[src/rtl/core/rrbm_pkg.sv]
// ----------------------------------------------------------------------------
// rrbm_pkg: shared types and constants of the ROM/RAM bank mapper
// Field widths, mapper type codes, address window codes and reset values.
// ----------------------------------------------------------------------------
package rrbm_pkg;

  // Field widths.
  localparam int ADDR_W  = 15;
  localparam int DATA_W  = 8;
  localparam int ROM_W   = 9;
  localparam int RAM_W   = 4;
  localparam int MTYPE_W = 2;

  // Mapper type codes, as written to the configuration register.
  typedef enum logic [MTYPE_W-1:0] {
    MAP_NONE = 2'd0,
    MAP_T1   = 2'd1,
    MAP_T3   = 2'd2,
    MAP_T5   = 2'd3
  } mapper_t;

  // Address windows, taken from address bits 14:13.
  typedef enum logic [1:0] {
    WIN_ENABLE = 2'd0,
    WIN_ROM    = 2'd1,
    WIN_RAM    = 2'd2,
    WIN_MODE   = 2'd3
  } window_t;

  // RAM enable nibble codes.
  localparam logic [3:0] RAM_EN_KEY  = 4'hA;
  localparam logic [3:0] RAM_DIS_KEY = 4'h0;

  // Type 3 RTC select range of the RAM bank register.
  localparam logic [DATA_W-1:0] RTC_SEL_LO  = 8'h08;
  localparam logic [DATA_W-1:0] RTC_SEL_HI  = 8'h0C;
  localparam logic [DATA_W-1:0] T3_RAM_MAX  = 8'h03;

  // Reset value of the ROM bank.
  localparam logic [ROM_W-1:0] ROM_BANK_RST = 9'd1;

endpackage

[src/rtl/core/rrbm_in_if.sv]
// ----------------------------------------------------------------------------
// rrbm_in_if: CPU write request channel
// Valid/ready channel carrying one write address and data byte.
// ----------------------------------------------------------------------------
interface rrbm_in_if;
  logic                        valid;
  logic                        ready;
  logic [rrbm_pkg::ADDR_W-1:0] write_address;
  logic [rrbm_pkg::DATA_W-1:0] write_data;

  modport source (output valid, output write_address, output write_data, input ready);
  modport sink   (input valid, input write_address, input write_data, output ready);
endinterface

[src/rtl/core/rrbm_out_if.sv]
// ----------------------------------------------------------------------------
// rrbm_out_if: bank state result channel
// Valid/ready channel carrying the mapper state after one write.
// ----------------------------------------------------------------------------
interface rrbm_out_if;
  logic                       valid;
  logic                       ready;
  logic [rrbm_pkg::ROM_W-1:0] rom_bank_out;
  logic [rrbm_pkg::RAM_W-1:0] ram_bank_out;
  logic                       ram_enable_out;
  logic                       mode_out;
  logic                       rtc_select_out;

  modport source (output valid, output rom_bank_out, output ram_bank_out,
                  output ram_enable_out, output mode_out, output rtc_select_out,
                  input ready);
  modport sink   (input valid, input rom_bank_out, input ram_bank_out,
                  input ram_enable_out, input mode_out, input rtc_select_out,
                  output ready);
endinterface

[src/rtl/core/rom_ram_bank_mapper.sv]
// ----------------------------------------------------------------------------
// rom_ram_bank_mapper: cartridge ROM/RAM bank mapper
// Decodes CPU writes below 0x8000 into bank, enable, mode and RTC state.
// ----------------------------------------------------------------------------
// Each write request produces one result that holds the mapper state after
// that write. A request is taken into an input register, and once the result
// register is free or being emptied it updates the bank registers and loads
// the result register, so the block takes one request per cycle while the
// output does not stall; the single bank-register update per cycle sets
// that rate. The input register also acts as a skid stage, so a request
// is still taken while a finished result waits on the output. The mapper type
// is written through cfg_we/cfg_wdata and should be changed only while no
// request is in flight; changing it leaves the bank state as it is.
// ----------------------------------------------------------------------------
module rom_ram_bank_mapper (
  input  logic                         clk,
  input  logic                         rst_n,
  input  logic                         cfg_we,
  input  logic [rrbm_pkg::MTYPE_W-1:0] cfg_wdata,
  rrbm_in_if.sink                      in_bus,
  rrbm_out_if.source                   out_bus
);

  // Configuration register.
  rrbm_pkg::mapper_t mtype_r;

  // Input register.
  logic                        in_vld_r;
  logic [rrbm_pkg::ADDR_W-1:0] addr_r;
  logic [rrbm_pkg::DATA_W-1:0] data_r;

  // Bank state.
  logic [rrbm_pkg::ROM_W-1:0] rom_r, rom_nxt;
  logic [rrbm_pkg::RAM_W-1:0] ram_r, ram_nxt;
  logic                       ram_en_r, ram_en_nxt;
  logic                       mode_r, mode_nxt;
  logic                       rtc_r, rtc_nxt;

  // Result register.
  logic                       out_vld_r;
  logic [rrbm_pkg::ROM_W-1:0] out_rom_r;
  logic [rrbm_pkg::RAM_W-1:0] out_ram_r;
  logic                       out_ram_en_r;
  logic                       out_mode_r;
  logic                       out_rtc_r;

  logic commit;
  logic in_take;

  // A request moves on when the result register is free or being emptied.
  assign commit  = in_vld_r && (!out_vld_r || out_bus.ready);
  assign in_take = in_bus.valid && in_bus.ready;
  assign in_bus.ready = !in_vld_r || commit;

  // Mapper type register.
  always_ff @(posedge clk) begin
    if (!rst_n) begin
      mtype_r <= rrbm_pkg::MAP_NONE;
    end else if (cfg_we) begin
      mtype_r <= rrbm_pkg::mapper_t'(cfg_wdata);
    end
  end

  // Input register control.
  always_ff @(posedge clk) begin
    if (!rst_n) begin
      in_vld_r <= 1'b0;
    end else if (in_bus.ready) begin
      in_vld_r <= in_bus.valid;
    end
  end

  // Input register payload.
  always_ff @(posedge clk) begin
    if (in_take) begin
      addr_r <= in_bus.write_address;
      data_r <= in_bus.write_data;
    end
  end

  // Next bank state for the registered request.
  always_comb begin
    rrbm_pkg::window_t          win;
    logic [4:0]                 low5;
    logic [6:0]                 bank7;
    logic                       en_touch;
    win      = rrbm_pkg::window_t'(addr_r[rrbm_pkg::ADDR_W-1 -: 2]);
    low5     = (data_r[4:0] == 5'd0) ? 5'd1 : data_r[4:0];
    bank7    = (data_r[6:0] == 7'd0) ? 7'd1 : data_r[6:0];
    en_touch = 1'b0;
    rom_nxt    = rom_r;
    ram_nxt    = ram_r;
    ram_en_nxt = ram_en_r;
    mode_nxt   = mode_r;
    rtc_nxt    = rtc_r;

    case (mtype_r)
      rrbm_pkg::MAP_T1: begin
        case (win)
          rrbm_pkg::WIN_ENABLE: en_touch = 1'b1;
          rrbm_pkg::WIN_ROM: rom_nxt = {2'b00, rom_r[6:5], low5};
          rrbm_pkg::WIN_RAM: begin
            if (!mode_r) begin
              rom_nxt = {2'b00, data_r[1:0], rom_r[4:0]};
            end else begin
              ram_nxt = {2'b00, data_r[1:0]};
            end
          end
          rrbm_pkg::WIN_MODE: begin
            if (data_r[7:1] == 7'd0) begin
              mode_nxt = data_r[0];
            end
          end
          default: ;
        endcase
      end
      rrbm_pkg::MAP_T3: begin
        case (win)
          rrbm_pkg::WIN_ENABLE: en_touch = 1'b1;
          rrbm_pkg::WIN_ROM: rom_nxt = {2'b00, bank7};
          rrbm_pkg::WIN_RAM: begin
            if (data_r <= rrbm_pkg::T3_RAM_MAX) begin
              ram_nxt = {2'b00, data_r[1:0]};
              rtc_nxt = 1'b0;
            end else if (data_r >= rrbm_pkg::RTC_SEL_LO && data_r <= rrbm_pkg::RTC_SEL_HI) begin
              rtc_nxt = 1'b1;
            end
          end
          default: ;
        endcase
      end
      rrbm_pkg::MAP_T5: begin
        case (win)
          rrbm_pkg::WIN_ENABLE: en_touch = 1'b1;
          rrbm_pkg::WIN_ROM: begin
            // Address bit 12 picks the low byte or the top bank bit.
            if (!addr_r[12]) begin
              rom_nxt = {rom_r[8], data_r};
            end else begin
              rom_nxt = {data_r[0], rom_r[7:0]};
            end
          end
          rrbm_pkg::WIN_RAM: ram_nxt = data_r[3:0];
          default: ;
        endcase
      end
      default: ;
    endcase

    // RAM enable key: 0xA enables, 0x0 disables, anything else is ignored.
    if (en_touch) begin
      if (data_r[3:0] == rrbm_pkg::RAM_EN_KEY) begin
        ram_en_nxt = 1'b1;
      end else if (data_r[3:0] == rrbm_pkg::RAM_DIS_KEY) begin
        ram_en_nxt = 1'b0;
      end
    end
  end

  // Bank state registers.
  always_ff @(posedge clk) begin
    if (!rst_n) begin
      rom_r    <= rrbm_pkg::ROM_BANK_RST;
      ram_r    <= '0;
      ram_en_r <= 1'b0;
      mode_r   <= 1'b0;
      rtc_r    <= 1'b0;
    end else if (commit) begin
      rom_r    <= rom_nxt;
      ram_r    <= ram_nxt;
      ram_en_r <= ram_en_nxt;
      mode_r   <= mode_nxt;
      rtc_r    <= rtc_nxt;
    end
  end

  // Result register control.
  always_ff @(posedge clk) begin
    if (!rst_n) begin
      out_vld_r <= 1'b0;
    end else if (!out_vld_r || out_bus.ready) begin
      out_vld_r <= in_vld_r;
    end
  end

  // Result register payload.
  always_ff @(posedge clk) begin
    if (commit) begin
      out_rom_r    <= rom_nxt;
      out_ram_r    <= ram_nxt;
      out_ram_en_r <= ram_en_nxt;
      out_mode_r   <= mode_nxt;
      out_rtc_r    <= rtc_nxt;
    end
  end

  assign out_bus.valid          = out_vld_r;
  assign out_bus.rom_bank_out   = out_rom_r;
  assign out_bus.ram_bank_out   = out_ram_r;
  assign out_bus.ram_enable_out = out_ram_en_r;
  assign out_bus.mode_out       = out_mode_r;
  assign out_bus.rtc_select_out = out_rtc_r;

  // With no mapper, a request leaves the bank state untouched.
  a_none_stable: assert property (@(posedge clk) disable iff (!rst_n)
    commit && mtype_r == rrbm_pkg::MAP_NONE |=>
      $stable(rom_r) && $stable(ram_r) && $stable(ram_en_r) && $stable(mode_r) && $stable(rtc_r))
    else $error("bank state changed with no mapper selected");

  // A type 3 ROM bank write never selects bank zero.
  a_t3_rom_nonzero: assert property (@(posedge clk) disable iff (!rst_n)
    commit && mtype_r == rrbm_pkg::MAP_T3 && addr_r[14:13] == rrbm_pkg::WIN_ROM |=>
      rom_r != '0)
    else $error("type 3 ROM bank write selected bank zero");

  // RTC select moves only under the type 3 mapper.
  a_rtc_t3_only: assert property (@(posedge clk) disable iff (!rst_n)
    commit && mtype_r != rrbm_pkg::MAP_T3 |=> $stable(rtc_r))
    else $error("RTC select changed outside type 3");

  // The input side stalls only when both registers are full and the output waits.
  a_stall_cause: assert property (@(posedge clk) disable iff (!rst_n)
    !in_bus.ready |-> in_vld_r && out_vld_r && !out_bus.ready)
    else $error("input stalled without a full pipeline");

  // A committed request always shows up as a result in the next cycle.
  a_commit_result: assert property (@(posedge clk) disable iff (!rst_n)
    commit |=> out_vld_r && out_rom_r == rom_r && out_ram_r == ram_r)
    else $error("committed request did not reach the result register");

endmodule
[src/flat_wrapper.sv]
// flat-port wrapper written by rule: the top's interface ports become plain ports
module rom_ram_bank_mapper_flat 
  (clk, rst_n, cfg_we, cfg_wdata, in_bus_valid, in_bus_write_address, in_bus_write_data, in_bus_ready, out_bus_valid, out_bus_rom_bank_out, out_bus_ram_bank_out, out_bus_ram_enable_out, out_bus_mode_out, out_bus_rtc_select_out, out_bus_ready);
  rrbm_in_if in_bus_i ();
  rrbm_out_if out_bus_i ();
  input  logic clk;
  input  logic rst_n;
  input  logic cfg_we;
  input  logic [rrbm_pkg::MTYPE_W-1:0] cfg_wdata;
  input wire logic [$bits(in_bus_i.valid)-1:0] in_bus_valid;
  input wire logic [$bits(in_bus_i.write_address)-1:0] in_bus_write_address;
  input wire logic [$bits(in_bus_i.write_data)-1:0] in_bus_write_data;
  output wire logic [$bits(in_bus_i.ready)-1:0] in_bus_ready;
  output wire logic [$bits(out_bus_i.valid)-1:0] out_bus_valid;
  output wire logic [$bits(out_bus_i.rom_bank_out)-1:0] out_bus_rom_bank_out;
  output wire logic [$bits(out_bus_i.ram_bank_out)-1:0] out_bus_ram_bank_out;
  output wire logic [$bits(out_bus_i.ram_enable_out)-1:0] out_bus_ram_enable_out;
  output wire logic [$bits(out_bus_i.mode_out)-1:0] out_bus_mode_out;
  output wire logic [$bits(out_bus_i.rtc_select_out)-1:0] out_bus_rtc_select_out;
  input wire logic [$bits(out_bus_i.ready)-1:0] out_bus_ready;
  assign in_bus_i.valid = in_bus_valid;
  assign in_bus_i.write_address = in_bus_write_address;
  assign in_bus_i.write_data = in_bus_write_data;
  assign in_bus_ready = in_bus_i.ready;
  assign out_bus_valid = out_bus_i.valid;
  assign out_bus_rom_bank_out = out_bus_i.rom_bank_out;
  assign out_bus_ram_bank_out = out_bus_i.ram_bank_out;
  assign out_bus_ram_enable_out = out_bus_i.ram_enable_out;
  assign out_bus_mode_out = out_bus_i.mode_out;
  assign out_bus_rtc_select_out = out_bus_i.rtc_select_out;
  assign out_bus_i.ready = out_bus_ready;
  rom_ram_bank_mapper u_core (.clk(clk), .rst_n(rst_n), .cfg_we(cfg_we), .cfg_wdata(cfg_wdata), .in_bus(in_bus_i), .out_bus(out_bus_i));
endmodule
[config.mk]
export PLATFORM = sky130hd
export DESIGN_NAME = rom_ram_bank_mapper_flat
export DESIGN_NICKNAME = d
export VERILOG_FILES = /design/src/rtl/core/rrbm_pkg.sv /design/src/rtl/core/rrbm_in_if.sv /design/src/rtl/core/rrbm_out_if.sv /design/src/rtl/core/rom_ram_bank_mapper.sv /design/src/flat_wrapper.sv
export SDC_FILE = /design/constraint.sdc
export NUM_CORES = 1
export LEC_CHECK = 0
export BUFFER_PORTS_ARGS = -buffer_cell sky130_fd_sc_hd__buf_2
export CORE_ASPECT_RATIO = 0.5
export CORE_UTILIZATION = 48
export CTS_BUF_LIST = sky130_fd_sc_hd__clkbuf_8 sky130_fd_sc_hd__clkbuf_16
export CTS_CLUSTER_DIAMETER = 60
export DETAILED_ROUTE_END_ITERATION = 12
export PLACE_DENSITY_LB_ADDON = 0.05
export SLEW_MARGIN = 0
export SYNTH_ARGS = -nofsm -noshare
export SYNTH_HDL_FRONTEND = slang
export SYNTH_SLANG_ARGS = --single-unit
[constraint.sdc]
create_clock -name clk -period 1.7 [get_ports clk]
set_clock_uncertainty 0.15 [all_clocks]
set_input_delay 0 -clock clk [delete_from_list [all_inputs] [get_ports clk]]
set_output_delay 0 -clock clk [all_outputs]
set_load 0.03 [all_outputs]
==> impl_metrics.tcl <==
set metrics [dict create \
    die_x_um 96.64 \
    utilization_pct 76.53 \
    cts.sinks 47 \
    overflow 0 \
    crit_required_ns 1.76 \
    drt_iter0_markers 103 \
    p_sw_share_pct 23.97 \
    crit_family "compound AO/OA/AOI/OAI gates" \
    dp.final_hpwl_mm 3.376 \
    antenna_cells 0 \
    yosysSeqAreaShare_pct 56.34 \
    grt_max_degree 21 \
    die-area_um2 4766 \
    ys_ff_latch 47 \
    min_from "in_bus_write_data[6]" \
    remaining_drc_errors 0 \
    synthesis.nets 224 \
    cts-buffers-inserted 5 \
    period_share_pct 111.0 \
    status "complete, but fails checks" \
    clk_pin_slew_ns 0.09 \
    p_per_area_nw_per_um2 844.0 \
    start_util_pct 52.63 \
    startpoint_type "flop" \
    vias_per_cell 5.720 \
    ir_drop_mv 0.6706 \
    syn_area_per_cell_um2 11.31 \
    hold_violations 0 \
    pwr-share-seq_pct 48.7 \
    grt_pass1_wl_mm 8.500 \
    cts_max_level 2 \
    synthArstFlopShare_pct 0 \
    combPwrFrac_pct 14.3 \
    critPathSlowestCell "edfxtp_1" \
    setup-violations-final 29 \
    tns_ns -2.868 \
    core_um2 4084 \
    slew_headroom_pct 72.93 \
    grt_use_total_pct 23.55 \
    ys.flop_type "edfxtp_1" \
    place.gp.congestion 0.8962 \
    detail-route-antenna-nets 0 \
    rsz0062_at_grt "yes" \
    ioPinCount 48 \
    die_h_um 49.32 \
    synth.cell_area_um2 2150 \
    antenna_found_initial 0 \
    clock.fmax_mhz 529.8 \
    synth_edf_count 27 \
    switchingPower_mw 0.6323 \
    area.growth.synth_to_final_pct 45.40 \
    end_kind "flop" \
    clk_latency_ns 0.32 \
    port_buffers 35 \
    startpoint "u_core.addr_r[13]" \
    synth_warnings 0 \
    worst_slack_ns -0.1876 \
    p_leak_nw 1.241 \
    violations "negative setup slack" \
    max_stage_delay_ns 0.44 \
    synthDistinctLibCells 48 \
    first_pass_iters 4 \
    tightestPinTransition_ns 0.4060 \
    fp-row-count 16 \
    cts_tree "yes" \
    drive_above_1_share_pct 41.97 \
    cts_root_buffer "clkbuf_8" \
    pwr-share-clk_pct 37.0 \
    slew_viol_final 0 \
    finalHoldWorstSlack_ns 0.2398 \
    post-route-min-period_ns 1.888 \
    crit_fanout 7 \
    worstReg2RegStart "u_core.addr_r[13]" \
    wire_per_inst_um 17.67 \
    crit_type "reg -> reg" \
    nNetsFinal 307 \
    wl_mm 5.795 \
    cp_num_buf_inv 1 \
    synth_cells 190 \
    cap_violations 0 \
    vias 1876 \
    cts_max_path_buffers 2 \
    power.internal_mw 2.006 \
    grt_pass1_vias 1716 \
    critPathArrivalTime_ns 1.95 \
    hp-class "in -> reg" \
    cp_cell_sequence "inv_2, ha_4, and3b_2, o21a_4, and3_4, a22o_2" \
]
-- per-layer routing --
| layer | global-route usage [%] | wire, µm | vias up | part of all wire (%) |
|---|---|---|---|---|
| li1 | - | - | 873 | - |
| met1 | 31.23 | 2676 | 919 | 46 |
| met2 | 37.56 | 2689 | 77 | 46 |
| met3 | 8.739 | 384 | 7 | 6.6 |
| met4 | 3.980 | 44 | 0 | 0.76 |
| met5 | 0 | 0 | - | 0 |
-- what timing repair did --
| action | CTS | global route |
|---|---|---|
| resized for setup | 24 | 21 |
| setup endpoints to repair | 24 | 29 |
| pin swaps | 12 | 19 |
| endpoints found under the hold margin | 24 | 0 |
| hold buffers | 19 | 0 |
| buffers inserted | 5 | 3 |
-- worst paths after layout --
| check | endpoint | slack, ns | cells past startpoint |
|---|---|---|---|
| worst max-delay path | u_core.rom_r[3] | -0.19 | 6 |
| worst min-delay path | u_core.data_r[6] | 0.24 | 2 |
| worst max register to register | u_core.rom_r[3] | -0.19 | 6 |
| worst min register to register | u_core.ram_r[0] | 0.32 | 2 |
-- cells in the mapped netlist, types with 2 or more instances --
master	count	area (µm²)
nand2_1	29	108.9
a41oi_1	2	17.52
nor2b_1	3	18.77
o21a_1	3	22.52
a31oi_1	3	18.77
a21oi_1	4	20.02
inv_1	5	18.77
a22o_1	6	52.55
clkbuf_1	6	22.52
edfxtp_1	27	810.8
nor2_1	9	33.78
dfxtp_1	20	400.4
ha_1	4	50.05
o21ai_0	14	70.07
nand3_1	15	75.07
buf_2	3	15.01
a22o_2	2	20.02
mux2i_1	5	50.05
-- metrics by stage --
stage | power (mW) | area, µm² | cells | setup slack [ns]
6_report | 2.638 | 3126 | 328 | -0.1876
4_1_cts | 2.583 | 2995 | 325 | -0.1315
3_3_place_gp | 1.573 | 2545 | 293 | -0.1953
2_1_floorplan | 1.462 | 2153 | 190 | -0.09491
3_5_place_dp | 1.581 | 2545 | 293 | -0.2379
5_1_grt | 2.707 | 3126 | 328 | -0.2080
-- cell families after synthesis --
group,count (synthesis),synth area share [%]
DFF,47,56.34
muxes,6,2.852
buffers and inverters,16,3.783
and+or+nand+nor,72,17.99
adders and majority gates,4,2.328
AOI/OAI and AO/OA,45,16.71
-- cell type report --
class | instances | area, µm²
well taps | 54 | 67.56
clock inverters | 3 | 63.81
repair buffers | 87 | 656.9
multi-input cells | 127 | 1036
inverters | 5 | 18.77
clock buffers | 5 | 68.82
fillers | 255 | 958.4
flip-flops and latches | 47 | 1214
-- power groups by stage --
stage | logic, mW | clock network, mW | registers, mW
global placement | 0.271 | 0 | 1.30
global route | 0.398 | 1.02 | 1.29
CTS | 0.335 | 0.969 | 1.28
floorplan | 0.122 | 0 | 1.34
finish | 0.376 | 0.977 | 1.28
detailed placement | 0.276 | 0 | 1.30
-- registers in the layout (all words and copies together), names as in the netlist, 2 cells and up --
register and cells:
u_core.data_r 8, u_core.rom_r 9, u_core.mtype_r 2, u_core.out_bus.rom_bank_out 9, u_core.ram_r 4, u_core.out_bus.ram_bank_out 4, u_core.addr_r 3
-- cells in the final DEF, fill, tap and decap left out, types with 3 or more instances in the layout --
master,n
edfxtp_1,27
dfxtp_1,18
nand2_1,27
o21ai_1,5
buf_4,26
dlygate4sd3_1,19
nor2b_1,3
o21a_1,3
a31oi_1,3
nand3_2,5
mux2i_1,5
ha_4,3
buf_6,5
clkbuf_8,5
nand3_1,10
inv_1,4
o21ai_0,7
a22o_1,6
a21oi_1,3
buf_2,35
nor2_1,9
(Power assumes the default switching activity.)
